[src/rtl/core/rpt_pkg.sv]
`default_nettype none

package rpt_pkg;

  // Field widths of the channels and the configuration port.
  localparam int TEXT_W     = 11;
  localparam int GRID_W     = 9;
  localparam int ROW_W      = 17;
  localparam int COL_W      = 6;
  localparam int VAL_W      = 16;
  localparam int CFG_DATA_W = 11;
  localparam int CFG_IDX_W  = 2;

  // Row layout.
  localparam int ROW_COLUMNS = 64;
  localparam int FRAME_COLS  = 8;
  localparam int HEIGHT_END  = 36;

  // Limits of a valid configuration.
  localparam int MAX_TEXT_ROWS = 1024;
  localparam int MAX_GRID_SIDE = 256;
  localparam int TEXT_LIM_W    = 13;
  localparam int GRID_LIM_W    = 11;
  localparam logic [TEXT_LIM_W-1:0] TEXT_LIMIT = TEXT_LIM_W'(MAX_TEXT_ROWS);
  localparam logic [GRID_LIM_W-1:0] GRID_LIMIT = GRID_LIM_W'(MAX_GRID_SIDE);

  // Position decode.
  localparam int POS_W     = 12;
  localparam int MAG_W     = 11;
  localparam int SEQ_W     = 19;
  localparam int DIV_STEPS = ROW_W;
  localparam int CNT_W     = $clog2(DIV_STEPS + 1);

  // Frequency table: powers of 10000^(-1/56) in Q1.32, entry 0 is 1.0.
  localparam int POW_COUNT = 55;
  localparam int EXP_W     = 6;
  localparam int POW_W     = 33;
  localparam logic [63:0] R_Q32 = 64'd3643605004;

  // Angle datapath.
  localparam int PROD_W       = MAG_W + POW_W;
  localparam int RED_W        = PROD_W;
  localparam int REDUCE_STEPS = 8;
  localparam int ZW           = 37;
  localparam int XW           = 34;
  localparam int CORDIC_STAGES_DEF = 16;

  localparam logic [RED_W-1:0]     TWO_PI_RED     = 44'd26986075410;
  localparam logic signed [ZW-1:0] PI_Z           = 37'sd13493037705;
  localparam logic signed [ZW-1:0] TWO_PI_Z       = 37'sd26986075410;
  localparam logic signed [ZW-1:0] HALF_PI_Z      = 37'sd6746518853;
  localparam logic signed [ZW-1:0] NEG_HALF_PI_Z  = -37'sd6746518853;
  localparam logic signed [XW-1:0] GAIN_X         = 34'sd652032874;

  // Output rounding to Q1.15.
  localparam int Q15_SHIFT = 15;
  localparam logic signed [XW:0] ROUND_BIAS = 35'sd16384;
  localparam logic signed [XW:0] SAT_HI     = 35'sd32767;
  localparam logic signed [XW:0] SAT_LO     = -35'sd32768;

  // Register indexes of the configuration port.
  typedef enum logic [CFG_IDX_W-1:0] {
    CFG_TEXT_COUNT,
    CFG_VALID_COUNT,
    CFG_GRID_H,
    CFG_GRID_W
  } cfg_idx_t;

  typedef struct packed {
    logic [TEXT_W-1:0] text_count;
    logic [TEXT_W-1:0] valid_count;
    logic [GRID_W-1:0] grid_h;
    logic [GRID_W-1:0] grid_w;
  } cfg_t;

  // Decoded positions of one requested row.
  typedef struct packed {
    logic                    bad;
    logic signed [POS_W-1:0] fpos;
    logic signed [POS_W-1:0] hpos;
    logic signed [POS_W-1:0] wpos;
  } pos_rec_t;

  // Control that travels with every beat through the pipeline.
  typedef struct packed {
    logic             vld;
    logic [COL_W-1:0] col;
    logic             bad;
    logic             last;
    logic             neg;
    logic             flip;
  } tag_t;

  typedef logic [POW_W-1:0] pow_tab_t [POW_COUNT];

  // Each power is the previous one times R, rounded to nearest.
  function automatic pow_tab_t build_pow_table();
    pow_tab_t    tab;
    logic [63:0] p;
    p = 64'd1 << 32;
    tab[0] = p[POW_W-1:0];
    for (int e = 1; e < POW_COUNT; e++) begin
      p = (p * R_Q32 + (64'd1 << 31)) >> 32;
      tab[e] = p[POW_W-1:0];
    end
    return tab;
  endfunction

  localparam pow_tab_t POW_TABLE = build_pow_table();

  // Arctangent of 2^-i in Q.32; beyond ten it equals 2^-i.
  function automatic logic signed [ZW-1:0] atan_q32(input int i);
    logic signed [ZW-1:0] a;
    unique case (i)
      0:  a = 37'sd3373259426;
      1:  a = 37'sd1991351318;
      2:  a = 37'sd1052175346;
      3:  a = 37'sd534125996;
      4:  a = 37'sd268086748;
      5:  a = 37'sd134174063;
      6:  a = 37'sd67103403;
      7:  a = 37'sd33553749;
      8:  a = 37'sd16777131;
      9:  a = 37'sd8388597;
      10: a = 37'sd4194303;
      default: a = 37'sd1 <<< (32 - i);
    endcase
    return a;
  endfunction

endpackage

`default_nettype wire

[src/rtl/core/rpt_reduce_cell.sv]
`default_nettype none

module rpt_reduce_cell import rpt_pkg::*; #(
  parameter int SHIFT = 0
) (
  input  wire logic             clk,
  input  wire logic             rst_n,
  input  wire logic             en,
  input  wire tag_t             tag_i,
  input  wire logic [RED_W-1:0] v_i,
  output tag_t                  tag_o,
  output logic [RED_W-1:0]      v_o
);

  localparam logic [RED_W-1:0] SUB = TWO_PI_RED << SHIFT;

  tag_t             tag_r;
  logic [RED_W-1:0] v_r, v_nxt;

  // Remove one multiple of 2*pi scaled by this cell's power of two.
  assign v_nxt = (v_i >= SUB) ? v_i - SUB : v_i;

  always_ff @(posedge clk) begin
    if (!rst_n) begin
      tag_r <= '0;
    end else if (en) begin
      tag_r <= tag_i;
    end
  end

  always_ff @(posedge clk) begin
    if (en) begin
      v_r <= v_nxt;
    end
  end

  assign tag_o = tag_r;
  assign v_o   = v_r;

endmodule

`default_nettype wire

[config.mk]
export PLATFORM = sky130hd
export DESIGN_NAME = rpt_reduce_cell
export DESIGN_NICKNAME = d
export VERILOG_FILES = /design/src/rtl/core/rpt_pkg.sv /design/src/rtl/core/rpt_reduce_cell.sv
export SDC_FILE = /design/constraint.sdc
export NUM_CORES = 1
export LEC_CHECK = 0
export BUFFER_PORTS_ARGS = -buffer_cell sky130_fd_sc_hd__buf_2
export CORE_ASPECT_RATIO = 0.5
export CORE_UTILIZATION = 35
export CTS_BUF_LIST = sky130_fd_sc_hd__clkbuf_16
export DETAILED_ROUTE_END_ITERATION = 8
export MAX_ROUTING_LAYER = met4
export PLACE_DENSITY_LB_ADDON = 0.08
export SYNTH_ARGS = -nofsm -noshare
export SYNTH_HDL_FRONTEND = slang
export SYNTH_SLANG_ARGS = --single-unit
[constraint.sdc]
create_clock -name clk -period 3.1 [get_ports clk]
set_input_delay 0.155 -clock clk [delete_from_list [all_inputs] [get_ports clk]]
set_output_delay 0.155 -clock clk [all_outputs]
set_load 0.05 [all_outputs]
==> impl_metrics.py, run 1 <==
metrics = {
    "outcome": {
        "outcome": "finished, final reports clean",
    },
    "cts": {
        "htree_levels": 2,
        "cts.sinks": 55,
        "path_clk_slew_ps": 70,
        "cts_tree": "done",
        "cts_setup_buffers": 0,
        "clk_latency_ps": 290,
        "cts_buffer_depth": 2,
        "cts_hold_buf": 0,
        "numCtsBuffers": 5,
        "cts_root_buf": "clkbuf_16",
        "postCtsResizedCells": 0,
    },
    "worst_hold_path": {
        "hold_class": "in2reg",
        "worstHoldStart": "v_i[0]",
    },
    "power_and_ir_drop": {
        "finalPower_mw": 2.11,
        "swShare_pct": 32.6,
        "power_frac_seq_pct": 42.5,
        "switchingPower_mw": 0.686,
        "p_per_area_nw_per_um2": 517,
        "ir_worst_vdd_v": 0.000262,
        "power.leakage_nw": 1.68,
        "internal_power_mw": 1.42,
        "power_frac_comb_pct": 26.0,
        "clockPowerShare_pct": 31.5,
    },
    "yosys": {
        "synth_edf_count": 44,
        "async_reset_ff_share_pct": 0,
        "synth-seq-cells": 55,
        "synth.distinct_cells": 54,
        "post_synth_inst_count": 295,
        "yosysSeqAreaShare_pct": 49.1,
        "synth_flop_cell": "edfxtp_1",
        "syn_area_sq_um": 3140,
        "ys_warn_count": 0,
        "syn-num-nets": 354,
        "syn_avg_cell_area_sq_um": 10.6,
    },
    "setup_path": {
        "startpoint_type": "input port",
        "path_delay_family": "simple AND/OR/NAND/NOR gates",
        "path_cells": "buf_2, nand4b_1, or4_1, or4_1, o211a_2, buf_4, nor4_4, xor2_1",
        "cpPeakStageDelay_ps": 540,
        "end_kind": "register",
        "cp_common_cell": "or4_1",
        "cpMaxStageDelayCell": "or4_1",
        "worstPathArrival_ps": 2290,
        "cp-startpoint": "v_i[11]",
        "path_buf_inv": 2,
        "required_ps": 3140,
        "r2r-start": "tag_o[9]$_SDFFE_PN0P_",
        "worstPathMaxFanout": 7,
        "path_class": "in2reg",
    },
    "detailed_routing": {
        "drcViolationCount": 0,
        "first_pass_iters": 4,
        "wirelength_um": 8810,
        "vias_per_cell": 5.23,
        "drt_iter0_drc": 173,
        "vias": 2764,
        "ant_nets": 0,
        "wl_per_cell_um": 16.7,
    },
    "finish": {
        "drive_gt1_share_pct": 34.4,
        "nFillCells": 809,
        "diodes": 0,
        "finalNetCount": 474,
        "fin_cells": 528,
        "area_growth_pct": 29.8,
    },
    "grt": {
        "grt_max_degree": 35,
        "antenna_found_initial": 0,
        "overflow": 0,
        "grt_first_pass_wirelength_um": 13300,
        "grt_pass1_vias": 2591,
        "track_usage_pct": 19.9,
    },
    "placed_design": {
        "dp_slack_ps": 535,
        "place_inst": 520,
        "hpwl_um": 6760,
        "routabilityCongestion": 0.891,
        "io_buffers": 112,
    },
    "timing": {
        "fin_skew_ps": 0,
        "hold_viol_final": 0,
        "post-route-period-util_pct": 72.3,
        "final_max_slew_viol_count": 0,
        "max_freq_mhz": 446,
        "rsz0062_at_grt": "no",
        "max_slew_margin_pct": 41.2,
        "fin_hold_ws_ps": 54.8,
        "worst_slack_ps": 858,
        "period_needed_ps": 2240,
        "worst_pin_slew_ps": 882,
        "setup_viol_count_final": 0,
        "finalSetupTns_ps": 0,
    },
    "die": {
        "die-height_um": 69.0,
        "num_io_pins": 113,
        "die-width_um": 136,
        "fp.dieArea_sq_um": 9380,
        "initial_core_util_pct": 37.6,
        "core-area_sq_um": 8350,
        "rows": 23,
    },
    "flow_run": {
        "cap_violations": 0,
    },
}
-- cell usage after synthesis, types with 2 or more instances --
master / n / area share [%]
edfxtp_1: 44 / 42
nor2_1: 26 / 3.1
xnor2_1: 25 / 7.0
nand2_1: 21 / 2.5
xor2_1: 16 / 4.5
a21oi_1: 12 / 1.9
mux2i_1: 12 / 3.8
nor2b_1: 12 / 2.4
dfxtp_1: 11 / 7.0
o211ai_1: 11 / 2.6
nor3_1: 10 / 1.6
inv_1: 8 / 0.96
o21ai_0: 7 / 1.1
clkbuf_1: 6 / 0.72
nor4_1: 6 / 1.2
a31oi_1: 5 / 1.0
buf_2: 5 / 0.80
nand4_1: 5 / 1.0
nand3_1: 4 / 0.64
o31ai_1: 4 / 0.96
or4_1: 4 / 0.96
nand2b_1: 3 / 0.60
a2111oi_0: 2 / 0.56
and3_1: 2 / 0.40
nand4b_1: 2 / 0.56
nand4bb_1: 2 / 0.72
o21a_1: 2 / 0.48
o21bai_1: 2 / 0.48
-- state kept, by name, indices dropped and copies added, names as in the netlist --
name / cells
v_o: 44
tag_o: 11
-- per-stage QoR --
| stage | utilization [%] | cell area [sq um] |
|---|---|---|
| after floorplan | - | 3140 |
| after global placement | 46.7 | 3900 |
| after detailed placement | 46.7 | 3900 |
| after CTS | 48.8 | 4080 |
| after global routing | 48.8 | 4080 |
| final | 48.8 | 4080 |
-- worst register-to-register path: cells and delay by family, from the launching register on --
kind,cells,cell delay [ps]
flops,1,320
simple gates,1,60
mux,1,140
-- cell usage in the layout, fill, tap and decap left out, types with 7 or more instances in the layout --
| cell type | instances |
|---|---|
| buf_2 | 112 |
| edfxtp_1 | 44 |
| nor2_1 | 26 |
| xnor2_1 | 25 |
| nand2_1 | 21 |
| xor2_1 | 16 |
| buf_4 | 13 |
| a21oi_1 | 12 |
| nor2b_1 | 12 |
| mux2i_1 | 12 |
| o211ai_1 | 11 |
| dfxtp_1 | 11 |
| nor3_1 | 10 |
| inv_1 | 9 |
| o21ai_0 | 7 |
| clkbuf_16 | 7 |
-- final timing paths --
path	depth (start not counted)	slack, ps	end
setup reg to reg	2	2470	tag_o[9]$_SDFFE_PN0P_
setup / recovery	8	860	v_o[39]$_DFFE_PP_
hold / removal	1	50	v_o[0]$_DFFE_PP_
hold reg to reg	2	510	tag_o[3]$_SDFFE_PN0P_
-- layer usage --
layer	up-vias	wire length (um)	track usage [%]
met5	-	0	-
met4	0	66	4.86
met3	7	792	5.26
met2	129	3790	30.9
met1	1293	4170	25.9
li1	1335	-	-
-- area by class of cell --
cell class / count / area (sq um) / share of cell area, %
flip-flops and latches: 55 / 1540 / 37.8
multi-input cells: 219 / 1510 / 37.0
repair buffers: 126 / 678 / 16.6
clock buffers: 7 / 175 / 4.30
well taps: 112 / 140 / 3.44
inverters: 8 / 30.0 / 0.737
clock inverters: 1 / 3.75 / 0.0921
-- cells by family (layout without fill, tap and decap cells) --
logic type               after synthesis  count (layout)  synth area share, %
XOR/XNOR                              41              41                 11.4
adder cells (fa/ha/maj)                1               1                0.398
AO/OA/AOI/OAI                         58              58                 13.2
multiplexers                          13              13                 4.18
buffers and inverters                 21             142                 2.95
flip-flops                            55              55                 49.1
AND/OR/NAND/NOR                      106             106                 18.8
-- power by group through the flow --
stage | clock [mW] | combinational, mW | sequential, mW
after global placement | 0 | 0.548 | 0.909
after floorplan | 0 | 0.132 | 1.16
final | 0.663 | 0.547 | 0.895
after detailed placement | 0 | 0.547 | 0.912
after CTS | 0.681 | 0.549 | 0.896
after global routing | 0.709 | 0.578 | 0.903
(Power assumes the default switching activity.)
==> inputs of run 2 (changes only) <==
Clock period 3.1 ns to 2 ns, I/O delays scaled along.
==> run 2 against run 1 <==
Net effect: sequential power is 55% higher; highest routed layer unchanged; critical path type unchanged; global-route usage is 1.5 points higher; largest cell class is now multi-input gates; worst setup slack worse by 830 ps; die area stayed put; register-to-register slack worse by 1100 ps; count of clock-buffer cells in the layout is 2 lower; design area is 15% higher.
==> impl_metrics.py, run 2 (synthesized netlist as in run 1, its figures left out) <==
metrics = {
    "timing": {
        "rsz0062_at_grt": "yes",
        "period_needed_ps": 1980,
        "setup_viol_count_final": 0,
        "max_freq_mhz": 506,
        "worst_pin_slew_ps": 551,
        "max_slew_margin_pct": 63.0,
        "worst_slack_ps": 23.9,
        "hold_viol_final": 0,
        "post-route-period-util_pct": 98.8,
        "final_max_slew_viol_count": 0,
        "fin_skew_ps": 0,
    },
    "setup_path": {
        "reg2regPathDepth": 2,
        "startpoint_type": "input port",
        "worstPathArrival_ps": 2030,
        "cpMaxStageDelayCell": "or4_4",
        "worstPathMaxFanout": 8,
        "path_cells": "buf_6, nand4bb_1, or4_4, or4_4, o211ai_1, buf_4, o211ai_1, xnor2_1",
        "cpPeakStageDelay_ps": 520,
        "r2r_end": "tag_o[4]$_SDFFE_PN0P_",
        "end_kind": "register",
        "required_ps": 2050,
        "path_class": "in2reg",
        "r2r-start": "tag_o[4]$_SDFFE_PN0P_",
        "path_delay_family": "simple AND/OR/NAND/NOR gates",
        "path_buf_inv": 2,
        "r2r_setup_slack_ps": 1360,
    },
    "placed_design": {
        "routabilityCongestion": 0.875,
        "placed_cell_area_sq_um": 4510,
        "io_buffers": 112,
        "hpwl_um": 7680,
        "dp_slack_ps": -440,
    },
    "outcome": {
        "outcome": "finished, final reports clean",
    },
    "die": {
        "core-area_sq_um": 8350,
        "fp.dieArea_sq_um": 9380,
        "rows": 23,
        "num_io_pins": 113,
        "die-height_um": 69.0,
        "die-width_um": 136,
        "initial_core_util_pct": 37.6,
    },
    "grt": {
        "grt_max_degree": 36,
        "track_usage_pct": 21.4,
        "antenna_found_initial": 0,
        "grt_first_pass_wirelength_um": 14400,
        "grt_pass1_vias": 2883,
        "overflow": 0,
    },
    "cts": {
        "cts_setup_buffers": 0,
        "cts.sinks": 55,
        "clk_latency_ps": 300,
        "path_clk_slew_ps": 70,
        "numCtsBuffers": 5,
        "cts_buffer_depth": 2,
        "htree_levels": 2,
        "cts_hold_buf": 0,
        "cts_root_buf": "clkbuf_16",
        "cts_tree": "done",
    },
    "finish": {
        "finalNetCount": 546,
        "multi_input_area_sq_um": 1590,
        "nFillCells": 759,
        "design_area_sq_um": 4700,
        "finish.utilization_pct": 56.3,
        "drive_gt1_share_pct": 46.9,
        "final_cell_mix": "buf_2 (107), buf_4 (84), edfxtp_1 (44), nor2_1 (25), xnor2_1 (25)",
        "area_growth_pct": 49.7,
        "layout.area.seq_sq_um": 1540,
        "largest_reg_flops": 44,
        "diodes": 0,
        "layout_commonest_cell": "buf_2",
    },
    "worst_hold_path": {
        "whs_path_depth": 3,
        "hold_class": "in2reg",
        "whs_endpoint": "tag_o[10]$_SDFFE_PN0P_",
        "worstHoldStart": "tag_i[10]",
    },
    "detailed_routing": {
        "drt_iter0_drc": 120,
        "vias": 2985,
        "ant_nets": 0,
        "wl_per_cell_um": 15.7,
        "first_pass_iters": 4,
        "vias_per_cell": 4.98,
        "wirelength_um": 9400,
        "drcViolationCount": 0,
    },
    "power_and_ir_drop": {
        "p_per_area_nw_per_um2": 683,
        "ir_worst_vdd_v": 0.000438,
        "power.leakage_nw": 2.05,
    },
    "flow_run": {
        "cap_violations": 0,
    },
}
-- run 2: final cells by class --
| cell class | instances | share of cell area (%) |
|---|---|---|
| Inverter | 8 | 0.639 |
| Sequential cell | 55 | 32.8 |
| Clock buffer | 5 | 2.66 |
| Multi-Input combinational cell | 219 | 33.8 |
| Timing Repair Buffer | 198 | 26.8 |
| Tap cell | 112 | 2.98 |
| Clock inverter | 3 | 0.239 |
-- run 2: through the flow --
step	std cells	setup TNS (ps)	power, mW	hold slack [ps]
5_1_grt	600	-305	3.33	78.6
4_1_cts	600	0	3.23	56.9
6_report	600	0	3.21	57.0
2_1_floorplan	295	-3640	2.02	199
3_3_place_gp	592	-12620	2.37	359
3_5_place_dp	592	-13600	2.38	369
-- run 2: power breakdown --
part | internal, mW | total (mW) | switching, mW
logic | 0.319 | 0.972 | 0.652
clock network | 0.452 | 0.852 | 0.399
registers | 1.36 | 1.39 | 0.0260
total | 2.13 | 3.21 | 1.08
-- run 2: timing repair --
action / in CTS / in global routing
hold endpoints to repair: 0 / 0
endpoints found under the setup margin: 23 / 25
pin swaps: 7 / 3
resized for setup: 3 / 7
-- run 2: worst max path at each step --
stage | startpoint | end | slack (ps) | depth (start not counted)
finish | v_i[16] | v_o[15]$_DFFE_PP_ | 20 | 8
global route | v_i[9] | v_o[39]$_DFFE_PP_ | -50 | 8
CTS | v_i[16] | v_o[15]$_DFFE_PP_ | 1 | 8
detailed placement | v_i[11] | v_o[32]$_DFFE_PP_ | -440 | 8
global placement | v_i[11] | v_o[39]$_DFFE_PP_ | -390 | 8
floorplan | v_i[14] | v_o[39]$_DFFE_PP_ | -220 | 8
-- run 2: worst min-delay path: stages --
cell and delay [ps]:
buf_2 70, mux2i_1 50, nor2b_1 90
-- run 2: layer usage --
layer / global-route usage (%) / wire, um
met4: 5.00 / 42
met5: - / 0
met1: 28.4 / 4610
met2: 33.6 / 4180
met3: 4.53 / 571
