## src/rtl/core/rpt_pkg.sv

```systemverilog
`default_nettype none

package rpt_pkg;

  // Field widths of the channels and the configuration port.
  localparam int TEXT_W     = 11;
  localparam int GRID_W     = 9;
  localparam int ROW_W      = 17;
  localparam int COL_W      = 6;
  localparam int VAL_W      = 16;
  localparam int CFG_DATA_W = 11;
  localparam int CFG_IDX_W  = 2;

  // Row layout.
  localparam int ROW_COLUMNS = 64;
  localparam int FRAME_COLS  = 8;
  localparam int HEIGHT_END  = 36;

  // Limits of a valid configuration.
  localparam int MAX_TEXT_ROWS = 1024;
  localparam int MAX_GRID_SIDE = 256;
  localparam int TEXT_LIM_W    = 13;
  localparam int GRID_LIM_W    = 11;
  localparam logic [TEXT_LIM_W-1:0] TEXT_LIMIT = TEXT_LIM_W'(MAX_TEXT_ROWS);
  localparam logic [GRID_LIM_W-1:0] GRID_LIMIT = GRID_LIM_W'(MAX_GRID_SIDE);

  // Position decode.
  localparam int POS_W     = 12;
  localparam int MAG_W     = 11;
  localparam int SEQ_W     = 19;
  localparam int DIV_STEPS = ROW_W;
  localparam int CNT_W     = $clog2(DIV_STEPS + 1);

  // Frequency table: powers of 10000^(-1/56) in Q1.32, entry 0 is 1.0.
  localparam int POW_COUNT = 55;
  localparam int EXP_W     = 6;
  localparam int POW_W     = 33;
  localparam logic [63:0] R_Q32 = 64'd3643605004;

  // Angle datapath.
  localparam int PROD_W       = MAG_W + POW_W;
  localparam int RED_W        = PROD_W;
  localparam int REDUCE_STEPS = 8;
  localparam int ZW           = 37;
  localparam int XW           = 34;
  localparam int CORDIC_STAGES_DEF = 16;

  localparam logic [RED_W-1:0]     TWO_PI_RED     = 44'd26986075410;
  localparam logic signed [ZW-1:0] PI_Z           = 37'sd13493037705;
  localparam logic signed [ZW-1:0] TWO_PI_Z       = 37'sd26986075410;
  localparam logic signed [ZW-1:0] HALF_PI_Z      = 37'sd6746518853;
  localparam logic signed [ZW-1:0] NEG_HALF_PI_Z  = -37'sd6746518853;
  localparam logic signed [XW-1:0] GAIN_X         = 34'sd652032874;

  // Output rounding to Q1.15.
  localparam int Q15_SHIFT = 15;
  localparam logic signed [XW:0] ROUND_BIAS = 35'sd16384;
  localparam logic signed [XW:0] SAT_HI     = 35'sd32767;
  localparam logic signed [XW:0] SAT_LO     = -35'sd32768;

  // Register indexes of the configuration port.
  typedef enum logic [CFG_IDX_W-1:0] {
    CFG_TEXT_COUNT,
    CFG_VALID_COUNT,
    CFG_GRID_H,
    CFG_GRID_W
  } cfg_idx_t;

  typedef struct packed {
    logic [TEXT_W-1:0] text_count;
    logic [TEXT_W-1:0] valid_count;
    logic [GRID_W-1:0] grid_h;
    logic [GRID_W-1:0] grid_w;
  } cfg_t;

  // Decoded positions of one requested row.
  typedef struct packed {
    logic                    bad;
    logic signed [POS_W-1:0] fpos;
    logic signed [POS_W-1:0] hpos;
    logic signed [POS_W-1:0] wpos;
  } pos_rec_t;

  // Control that travels with every beat through the pipeline.
  typedef struct packed {
    logic             vld;
    logic [COL_W-1:0] col;
    logic             bad;
    logic             last;
    logic             neg;
    logic             flip;
  } tag_t;

  typedef logic [POW_W-1:0] pow_tab_t [POW_COUNT];

  // Each power is the previous one times R, rounded to nearest.
  function automatic pow_tab_t build_pow_table();
    pow_tab_t    tab;
    logic [63:0] p;
    p = 64'd1 << 32;
    tab[0] = p[POW_W-1:0];
    for (int e = 1; e < POW_COUNT; e++) begin
      p = (p * R_Q32 + (64'd1 << 31)) >> 32;
      tab[e] = p[POW_W-1:0];
    end
    return tab;
  endfunction

  localparam pow_tab_t POW_TABLE = build_pow_table();

  // Arctangent of 2^-i in Q.32; beyond ten it equals 2^-i.
  function automatic logic signed [ZW-1:0] atan_q32(input int i);
    logic signed [ZW-1:0] a;
    unique case (i)
      0:  a = 37'sd3373259426;
      1:  a = 37'sd1991351318;
      2:  a = 37'sd1052175346;
      3:  a = 37'sd534125996;
      4:  a = 37'sd268086748;
      5:  a = 37'sd134174063;
      6:  a = 37'sd67103403;
      7:  a = 37'sd33553749;
      8:  a = 37'sd16777131;
      9:  a = 37'sd8388597;
      10: a = 37'sd4194303;
      default: a = 37'sd1 <<< (32 - i);
    endcase
    return a;
  endfunction

endpackage

`default_nettype wire

```

## src/rtl/core/rpt_cordic_cell.sv

```systemverilog
`default_nettype none

module rpt_cordic_cell import rpt_pkg::*; #(
  parameter int STAGE = 0
) (
  input  wire logic                 clk,
  input  wire logic                 rst_n,
  input  wire logic                 en,
  input  wire tag_t                 tag_i,
  input  wire logic signed [XW-1:0] x_i,
  input  wire logic signed [XW-1:0] y_i,
  input  wire logic signed [ZW-1:0] z_i,
  output tag_t                      tag_o,
  output logic signed [XW-1:0]      x_o,
  output logic signed [XW-1:0]      y_o,
  output logic signed [ZW-1:0]      z_o
);

  localparam logic signed [ZW-1:0] ATAN = atan_q32(STAGE);

  tag_t                 tag_r;
  logic signed [XW-1:0] x_r, y_r, x_nxt, y_nxt, x_sh, y_sh;
  logic signed [ZW-1:0] z_r, z_nxt;

  // One rotation toward zero residual angle.
  always_comb begin
    x_sh = x_i >>> STAGE;
    y_sh = y_i >>> STAGE;
    if (!z_i[ZW-1]) begin
      x_nxt = x_i - y_sh;
      y_nxt = y_i + x_sh;
      z_nxt = z_i - ATAN;
    end else begin
      x_nxt = x_i + y_sh;
      y_nxt = y_i - x_sh;
      z_nxt = z_i + ATAN;
    end
  end

  always_ff @(posedge clk) begin
    if (!rst_n) begin
      tag_r <= '0;
    end else if (en) begin
      tag_r <= tag_i;
    end
  end

  always_ff @(posedge clk) begin
    if (en) begin
      x_r <= x_nxt;
      y_r <= y_nxt;
      z_r <= z_nxt;
    end
  end

  assign tag_o = tag_r;
  assign x_o   = x_r;
  assign y_o   = y_r;
  assign z_o   = z_r;

endmodule

`default_nettype wire

```

## config.mk

```make
export PLATFORM = sky130hd
export DESIGN_NAME = rpt_cordic_cell
export DESIGN_NICKNAME = d
export VERILOG_FILES = /design/src/rtl/core/rpt_pkg.sv /design/src/rtl/core/rpt_cordic_cell.sv
export SDC_FILE = /design/constraint.sdc
export NUM_CORES = 1
export LEC_CHECK = 0
export ABC_CLOCK_PERIOD_IN_PS = 5100
export BUFFER_PORTS_ARGS = -buffer_cell sky130_fd_sc_hd__buf_4
export CAP_MARGIN = 5
export CORE_MARGIN = 2
export CORE_UTILIZATION = 57
export DETAILED_ROUTE_END_ITERATION = 10
export PLACE_DENSITY = 0.83
export SLEW_MARGIN = 20
export SYNTH_ARGS = -nofsm -noshare
export SYNTH_HDL_FRONTEND = slang
export SYNTH_SLANG_ARGS = --single-unit
```

## constraint.sdc

```tcl
create_clock -name clk -period 5.1 [get_ports clk]
set_input_delay 0.765 -clock clk [delete_from_list [all_inputs] [get_ports clk]]
set_output_delay 0.765 -clock clk [all_outputs]
set_load 0.005 [all_outputs]
```

==> results of run 1 <==
==> flip-flops by register name, summed over array words and instances (netlist names) <==
name / cells
z_o: 37
tag_o: 11
y_o: 33
x_o: 34
==> critical path: cells and delay by family <==
kind | cells | cell delay (ps)
compound gates | 8 | 2000
xor+xnor | 1 | 90
fa+ha+maj | 1 | 390
buf+inv | 2 | 810
==> area by class of cell <==
class | instances | area [µm²] | share of cell area
clock inverter | 10 | 80.1 | 0.00595
inverter | 108 | 405 | 0.0301
clock buffer | 22 | 539 | 0.0400
tap | 234 | 293 | 0.0217
sequential | 115 | 3340 | 0.248
timing repair buffer | 242 | 1820 | 0.135
multi-input combinational | 965 | 6990 | 0.519
==> path summary, 6_finish.rpt <==
kind,slack [ps],to,cells past startpoint,startpoint
max,1170,z_o[35]$_DFFE_PP_,12,z_i[36]
min,520,tag_o[5]$_SDFFE_PN0P_,2,tag_o[5]$_SDFFE_PN0P_
max reg2reg,4480,tag_o[10]$_SDFFE_PN0P_,2,tag_o[10]$_SDFFE_PN0P_
min reg2reg,520,tag_o[5]$_SDFFE_PN0P_,2,tag_o[5]$_SDFFE_PN0P_
==> per-stage QoR <==
| step | total power [µW] | util |
|---|---|---|
| global placement | 2640 | 0.684 |
| finish | 3890 | 0.717 |
| CTS | 3880 | 0.717 |
| detailed placement | 2660 | 0.684 |
| floorplan | 2070 | - |
| global route | 4060 | 0.717 |
==> logic make-up after synthesis <==
logic type,count (synthesis),share of synthesized area
AOI/OAI and AO/OA,411,0.245
xor gates and xnor gates,96,0.0768
adders and majority gates,138,0.160
buffers and inverters,158,0.0562
DFF,115,0.305
muxes,32,0.0294
and+or+nand+nor,288,0.126
==> synthesized netlist by cell type (7+ instances only) <==
cell type / number
xor2_1: 27
xnor2_1: 69
mux2i_1: 31
ha_1: 134
dfxtp_1: 11
nor2_1: 89
edfxtp_1: 104
buf_1: 9
o21ai_0: 77
nor3_1: 26
nand2b_1: 16
nor4_1: 8
clkbuf_1: 29
o21a_1: 14
inv_1: 107
a21oi_1: 150
nand2_1: 66
o211ai_1: 7
nor2b_1: 28
o21bai_1: 23
nand4_1: 13
o31a_1: 7
a211oi_1: 11
a21o_1: 35
buf_2: 9
nand3_1: 17
o31ai_1: 14
a31oi_1: 8
==> power groups by stage <==
stage          clock network [µW]  logic, µW  registers (µW)
2_1_floorplan                   0        764            1310
3_3_place_gp                    0       1340            1300
3_5_place_dp                    0       1360            1300
4_1_cts                      1230       1370            1280
5_1_grt                      1260       1500            1290
6_report                     1220       1400            1280
==> metal layers <==
metal | routed length (µm) | up-vias | track usage
met5 | 0 | - | 0
met4 | 1140 | 0 | 0.119
met3 | 3460 | 87 | 0.0569
met2 | 14900 | 634 | 0.493
met1 | 14000 | 4868 | 0.454
li1 | - | 4920 | -
==> impl_metrics.yaml, run 1 <==
timing:
  period_minus_slack_ps: 3930
  whs_ps: 522
  rsz0062_at_grt: "false"
  finalHoldViolCount: 0
  worst_slack_ps: 1170
  tightest_slew_ps: 723
  tns_ps: 0
  relSlewSlack: 0.512
  setup_viol: 0
  finalClockSkew_ps: 0
  slew_violations: 0
  timing.fmax_mhz: 254
  finalCritPeriodShare: 0.771
power_and_ir_drop:
  combPwrFrac: 0.359
  p_seq_frac: 0.329
  max-vdd-ir-drop_v: 0.000212
  leakagePower_uw: 0.00606
  intPower_uw: 2600
  p_sw_uw: 1290
  cellPowerDensity_mw_per_mm2: 289
  pwr-share-clk: 0.312
  switching_share: 0.332
layout:
  areaGrowthSynthToFinish_pct: 23.0
  fill_cells: 1473
  final_common_cell: "buf_4"
  final_cell_mix: "242 x buf_4, 150 x a21oi_1, 134 x ha_1"
  n_antenna_cell: 0
  fin_area_mm2: 0.0135
  layout-drive-gt1-share: 0.203
  nets: 1706
  fin_cells: 1696
route:
  drc: 0
  drt-vias-per-instance: 6.20
  dr.pass1.iters: 6
  detail-route-antenna-nets: 0
  wirelength_mm: 33.5
  detail_route.iter0.violations: 1183
  vias: 10500
  wire_per_inst_um: 19.7
run_status:
  status: "finished, final reports clean"
synth:
  yosys.area.top_type_share: 0.285
  yosys_warnings: 0
  synth.yosys.seq_area_share: 0.305
  synthArstFlopShare: 0
  avgSynthCellArea_um2: 8.84
  synth_edf_count: 104
  syn_inst: 1238
  synth_area_leaders: "edfxtp_1 29%, ha_1 15%, a21oi_1 6.9%, xnor2_1 5.5%, inv_1 3.7%"
  synth_area_mm2: 0.0109
  ys_ff_latch: 115
  synth.distinct_cells: 76
  synth_fp_nets: 1495
  synth_top_flop_cell: "edfxtp_1"
  yosys.area.top_type: "edfxtp_1"
global_routing:
  grt_max_degree: 44
  overflow: 0
  grt_use_total: 0.321
  antenna_found_initial: 0
  grt_pass1_vias: 9710
  grt_first_pass_wirelength_mm: 51.3
placed_design:
  postPlaceCellArea_mm2: 0.0128
  place_congestion: 1.02
  dp_cells: 1664
  hpwl_mm: 26.5
  io_buffers: 234
  pre_cts_slack_ps: 933
floorplan:
  ios: 235
  fp.dieW_um: 143
  coreArea_mm2: 0.0188
  dieHeight_um: 143
  std_cell_rows: 50
  start_util: 0.583
  dieArea_mm2: 0.0203
setup_path:
  cp_common_cell: "buf_4"
  crit_type: "input pin to flop"
  end_kind: "flop"
  cp.arrival_ps: 4090
  cp_cell_sequence: "buf_4 > buf_4 > ha_1 > a21oi_1 > o21a_1 > o221ai_2 > a41oi_2 > o31ai_1 > a221o_1 > a21o_1 > a41oi_1 > xnor2_1"
  cp_max_fo: 43
  critPathLaunchType: "input pin"
  cp_data_required_time_ps: 5260
  cpMaxStageDelayCell: "buf_4"
  cp_slowest_stage_delay_ps: 500
clocking:
  hold_buffers: 0
  cts_made_buffers: 17
  postCtsSetupBuffers: 0
  clk_pin_slew_ps: 60
  clock_latency_ps: 400
  cts_max_level: 4
  post_cts_resize_count: 0
  cts-root-buf: "clkbuf_16"
  cts_tree: "yes"
  clk_path_buf_depth: 2
  cts_sinks: 115
hold_path:
  hp-class: "flop to flop"
run:
  cap_viol_max_count: 0
(Power assumes the default switching activity.)
==> run 2, diff against run 1 <==
ABC_CLOCK_PERIOD_IN_PS = 3250   (was 5100)
CORE_UTILIZATION = 51   (was 57)
PLACE_DENSITY = 0.78   (was 0.83)
clock period = 3.25 ns   (was 5.1 ns; I/O delays follow)
==> impl_metrics.yaml, run 2 (same netlist as run 1, synthesis figures left out) <==
hold_path:
  hp-class: "input pin to flop"
  holdCritStartpoint: "z_i[0]"
layout:
  postLayoutCoreUtil: 0.699
  fin_area_mm2: 0.0147
  multi_input_area_mm2: 0.00702
  nets: 1858
  layout-drive-gt1-share: 0.281
  n_antenna_cell: 0
  fill_cells: 1681
  largest_register_ffs: 37
  final_cell_mix: "393 x buf_4, 150 x a21oi_1, 133 x ha_1"
  final_common_cell: "buf_4"
  areaGrowthSynthToFinish_pct: 34.2
  final-seq-area_mm2: 0.00334
clocking:
  hold_buffers: 0
  cts-root-buf: "clkbuf_16"
  cts_tree: "yes"
  cts_made_buffers: 17
  cts_max_level: 4
  post_cts_resize_count: 0
  clock_latency_ps: 420
  cts_sinks: 115
  clk_pin_slew_ps: 60
  clk_path_buf_depth: 2
  postCtsSetupBuffers: 0
run_status:
  status: "finished, final reports clean"
placed_design:
  place_congestion: 1.02
  pre_cts_slack_ps: -144
  hpwl_mm: 28.8
  io_buffers: 234
  postPlaceCellArea_mm2: 0.0141
timing:
  slew_violations: 0
  timing.fmax_mhz: 332
  rsz0062_at_grt: "false"
  finalCritPeriodShare: 0.927
  worst_slack_ps: 238
  period_minus_slack_ps: 3010
  tightest_slew_ps: 556
  finalClockSkew_ps: 0
  relSlewSlack: 0.625
  finalHoldViolCount: 0
  setup_viol: 0
power_and_ir_drop:
  cellPowerDensity_mw_per_mm2: 435
  leakagePower_uw: 0.00680
  max-vdd-ir-drop_v: 0.000257
  power_uw: 6380
route:
  drt-met1-wl_mm: 15.0
  detail-route-antenna-nets: 0
  drt-vias-per-instance: 5.80
  vias: 11000
  dr.pass1.iters: 6
  wire_per_inst_um: 18.8
  drc: 0
  dr_wl_met3_mm: 3.19
  detail_route.iter0.violations: 980
  wirelength_mm: 35.5
  dr_wl_met2_mm: 16.3
  top_layer: "met4"
global_routing:
  antenna_found_initial: 0
  grt_pass1_vias: 10400
  grt_max_degree: 51
  grt_use_total: 0.308
  overflow: 0
  grt_first_pass_wirelength_mm: 54.1
floorplan:
  start_util: 0.521
  dieHeight_um: 151
  dieArea_mm2: 0.0227
  coreArea_mm2: 0.0210
  fp.dieW_um: 151
  std_cell_rows: 53
  ios: 235
setup_path:
  cp.arrival_ps: 3180
  crit_type: "input pin to flop"
  r2r-start: "tag_o[2]$_SDFFE_PN0P_"
  critPathLaunchType: "input pin"
  end_kind: "flop"
  cp_max_fo: 5
  startpoint: "x_i[2]"
  cp_data_required_time_ps: 3410
run:
  cap_viol_max_count: 0
[run 2: cell types whose count changed in the layout (fill, tap and decap cells not counted), sizes merged]
cell	previous run	this run
buf	242	394
bufinv	0	1
clkbuf	22	19
inv	112	119
clkinv	6	1
[run 2: final timing paths]
| path | slack [ps] | endpoint | cells past startpoint |
|---|---|---|---|
| setup / recovery | 240 | y_o[33]$_DFFE_PP_ | 15 |
| hold / removal | 240 | z_o[0]$_DFFE_PP_ | 1 |
| setup reg to reg | 2600 | tag_o[2]$_SDFFE_PN0P_ | 2 |
| hold reg to reg | 530 | tag_o[10]$_SDFFE_PN0P_ | 2 |
[run 2: metrics by stage]
stage | instances | TNS, ps | hold WS, ps
2_1_floorplan | 1238 | -10.6 | 507
3_3_place_gp | 1857 | -632 | 499
3_5_place_dp | 1857 | -1220 | 514
4_1_cts | 1889 | 0 | 238
5_1_grt | 1889 | 0 | 236
6_report | 1889 | 0 | 245
[run 2: metal layers]
| metal | track usage | vias up |
|---|---|---|
| met2 | 0.497 | 611 |
| li1 | - | 5215 |
| met5 | 0 | - |
| met4 | 0.105 | 0 |
| met1 | 0.423 | 5055 |
| met3 | 0.0455 | 70 |
[run 2: critical path, stage by stage]
cell and delay, ps:
buf_4 80, inv_1 30, ha_1 360, a21oi_1 140, a2111oi_2 400, buf_4 190
nor4_1 50, buf_4 140, o31ai_1 320, a31oi_1 210, o21ai_0 240, buf_4 170
nand2_1 50, a32oi_1 220, xnor2_1 80
[run 2: power by group]
group	leakage [µW]	switching (µW)	total (µW)	internal, µW
Sequential	0.00111	90.5	2020	1930
Combinational	0.00538	1270	2430	1150
Clock	0.000305	763	1930	1170
Total	0.00680	2130	6380	4260
[run 2: cell type report]
class	instances	share of cell area
multi-input combinational	965	0.478
sequential	115	0.228
timing repair buffer	394	0.202
clock buffer	19	0.0324
inverter	108	0.0276
tap	275	0.0234
clock inverter	13	0.00895
==> run 3, diff against run 2 <==
CORE_UTILIZATION = 45   (was 51)
GPL_TIMING_DRIVEN = 0   (was not set)
PLACE_DENSITY = 0.71   (was 0.78)
==> impl_metrics.yaml, run 3 (same netlist as run 1, synthesis figures left out) <==
layout:
  final-seq-area_mm2: 0.00334
  multi_input_area_mm2: 0.00722
  nets: 1757
  layout-drive-gt1-share: 0.228
  final_common_cell: "buf_4"
  largest_register_ffs: 37
  fin_cells: 1837
  fill_cells: 2225
  n_antenna_cell: 0
  areaGrowthSynthToFinish_pct: 28.2
  final_cell_mix: "244 x buf_4, 145 x a21oi_1, 130 x ha_1"
run_status:
  status: "finished, final reports clean"
global_routing:
  grt_max_degree: 107
  grt_use_total: 0.266
  antenna_found_initial: 0
  grt_first_pass_wirelength_mm: 53.9
  overflow: 0
  grt_pass1_vias: 9990
clocking:
  cts_tree: "yes"
  cts-root-buf: "clkbuf_16"
  cts_made_buffers: 17
  cts_sinks: 115
  hold_buffers: 0
  clk_pin_slew_ps: 60
  cts_max_level: 4
  clk_path_buf_depth: 2
  clock_latency_ps: 420
floorplan:
  ios: 235
  fp.dieW_um: 160
  coreArea_mm2: 0.0241
  dieHeight_um: 160
  dieArea_mm2: 0.0256
  std_cell_rows: 57
  start_util: 0.454
power_and_ir_drop:
  p_sw_uw: 2060
  intPower_uw: 3990
  power_uw: 6050
  max-vdd-ir-drop_v: 0.000390
  pwr-share-clk: 0.289
  p_seq_frac: 0.333
  cellPowerDensity_mw_per_mm2: 431
  leakagePower_uw: 0.00621
  combPwrFrac: 0.378
  switching_share: 0.340
setup_path:
  critPathLaunchType: "input pin"
  crit_cells: 14
  cp.arrival_ps: 3340
  crit_family: "compound AO/OA/AOI/OAI gates"
  end_kind: "flop"
  endpoint: "z_o[27]$_DFFE_PP_"
  cp_num_buf_inv: 5
  regToRegSetupSlack_ps: 2620
  r2r-start: "tag_o[5]$_SDFFE_PN0P_"
  cp_max_fo: 25
  crit_type: "input pin to flop"
  cp_cell_sequence: "buf_12 > inv_1 > buf_8 > buf_16 > fa_2 > a211oi_4 > o21a_1 > o221ai_2 > a41oi_2 > o31ai_2 > a221o_1 > a21o_1 > buf_4 > xor2_1"
  cp_data_required_time_ps: 3410
  cp_slowest_stage_delay_ps: 380
  r2r_end: "tag_o[5]$_SDFFE_PN0P_"
  startpoint: "z_i[36]"
  cpMaxStageDelayCell: "fa_2"
  reg2reg_depth: 2
placed_design:
  pre_cts_slack_ps: -795
  io_buffers: 234
  place_congestion: 0.994
  hpwl_mm: 27.6
  dp_cells: 1796
timing:
  rsz0062_at_grt: "true"
  setup_viol: 0
  whs_ps: 246
  tns_ps: 0
  worst_slack_ps: 70.8
  relSlewSlack: 0.359
  finalClockSkew_ps: 0
  slew_violations: 0
  tightest_slew_ps: 961
  timing.fmax_mhz: 315
  period_minus_slack_ps: 3180
  finalCritPeriodShare: 0.978
  finalHoldViolCount: 0
route:
  detail_route.iter0.violations: 1060
  wirelength_mm: 35.2
  detail-route-antenna-nets: 0
  wire_per_inst_um: 19.2
  vias: 10600
  drc: 0
  dr.pass1.iters: 6
  drt-vias-per-instance: 5.76
hold_path:
  hp-class: "input pin to flop"
run:
  cap_viol_max_count: 0
==> run 3: cell types whose count changed in the layout (fill, tap and decap cells not counted), moves of 4 or more <==
cell	before	now
o31ai_1	13	9
a21oi_1	150	145
o21ai_0	77	69
o31ai_2	1	5
o21ai_1	5	10
buf_4	393	244
clkinv_4	0	4
buf_2	0	9
clkbuf_1	0	27
buf_1	0	8
a21oi_2	0	5
==> run 3: how the worst min path moves through the flow <==
stage,cells after the start,startpoint,endpoint,slack [ps]
finish,1,z_i[0],z_o[0]$_DFFE_PP_,250
global route,1,z_i[0],z_o[0]$_DFFE_PP_,230
CTS,1,z_i[0],z_o[0]$_DFFE_PP_,230
detailed placement,2,tag_o[10]$_SDFFE_PN0P_,tag_o[10]$_SDFFE_PN0P_,510
global placement,2,tag_o[6]$_SDFFE_PN0P_,tag_o[6]$_SDFFE_PN0P_,500
floorplan,2,tag_o[0]$_SDFFE_PN0P_,tag_o[0]$_SDFFE_PN0P_,510
==> run 3: area by class of cell <==
cell class                      instances  share of cell area
Tap cell                              324              0.0289
Clock inverter                         13             0.00686
Timing Repair Buffer                  244               0.133
Buffer                                 49              0.0172
Inverter                              108              0.0289
Clock buffer                           19              0.0331
Sequential cell                       115               0.238
Multi-Input combinational cell        965               0.514
==> run 3: routing by layer <==
metal / part of all wire / up-vias / GRT usage
met2: 0.46 / 532 / 0.427
met1: 0.43 / 4958 / 0.364
met4: 0.031 / 0 / 0.0934
li1: - / 5017 / -
met3: 0.081 / 81 / 0.0439
met5: 0 / - / 0
==> run 3: power by group through the flow <==
| stage | Sequential, µW | Clock [µW] | Combinational [µW] |
|---|---|---|---|
| 4_1_cts | 2020 | 1790 | 2190 |
| 3_3_place_gp | 2040 | 0 | 2150 |
| 5_1_grt | 2030 | 1840 | 2460 |
| 6_report | 2010 | 1750 | 2290 |
| 2_1_floorplan | 2050 | 0 | 1210 |
| 3_5_place_dp | 2040 | 0 | 2160 |
==> run 3: what timing repair did <==
action                                  4_1_cts  5_1_grt
endpoints found under the setup margin       23       27
buffers inserted                              3        6
pin swaps                                     4        7
cloned                                        0        1
resized for setup                            15       34
==> run 3: per-stage QoR <==
step	area, µm²	util
after global routing	14000	0.582
final	14000	0.582
after floorplan	11000	-
after CTS	13800	0.573
after global placement	13200	0.546
after detailed placement	13200	0.546
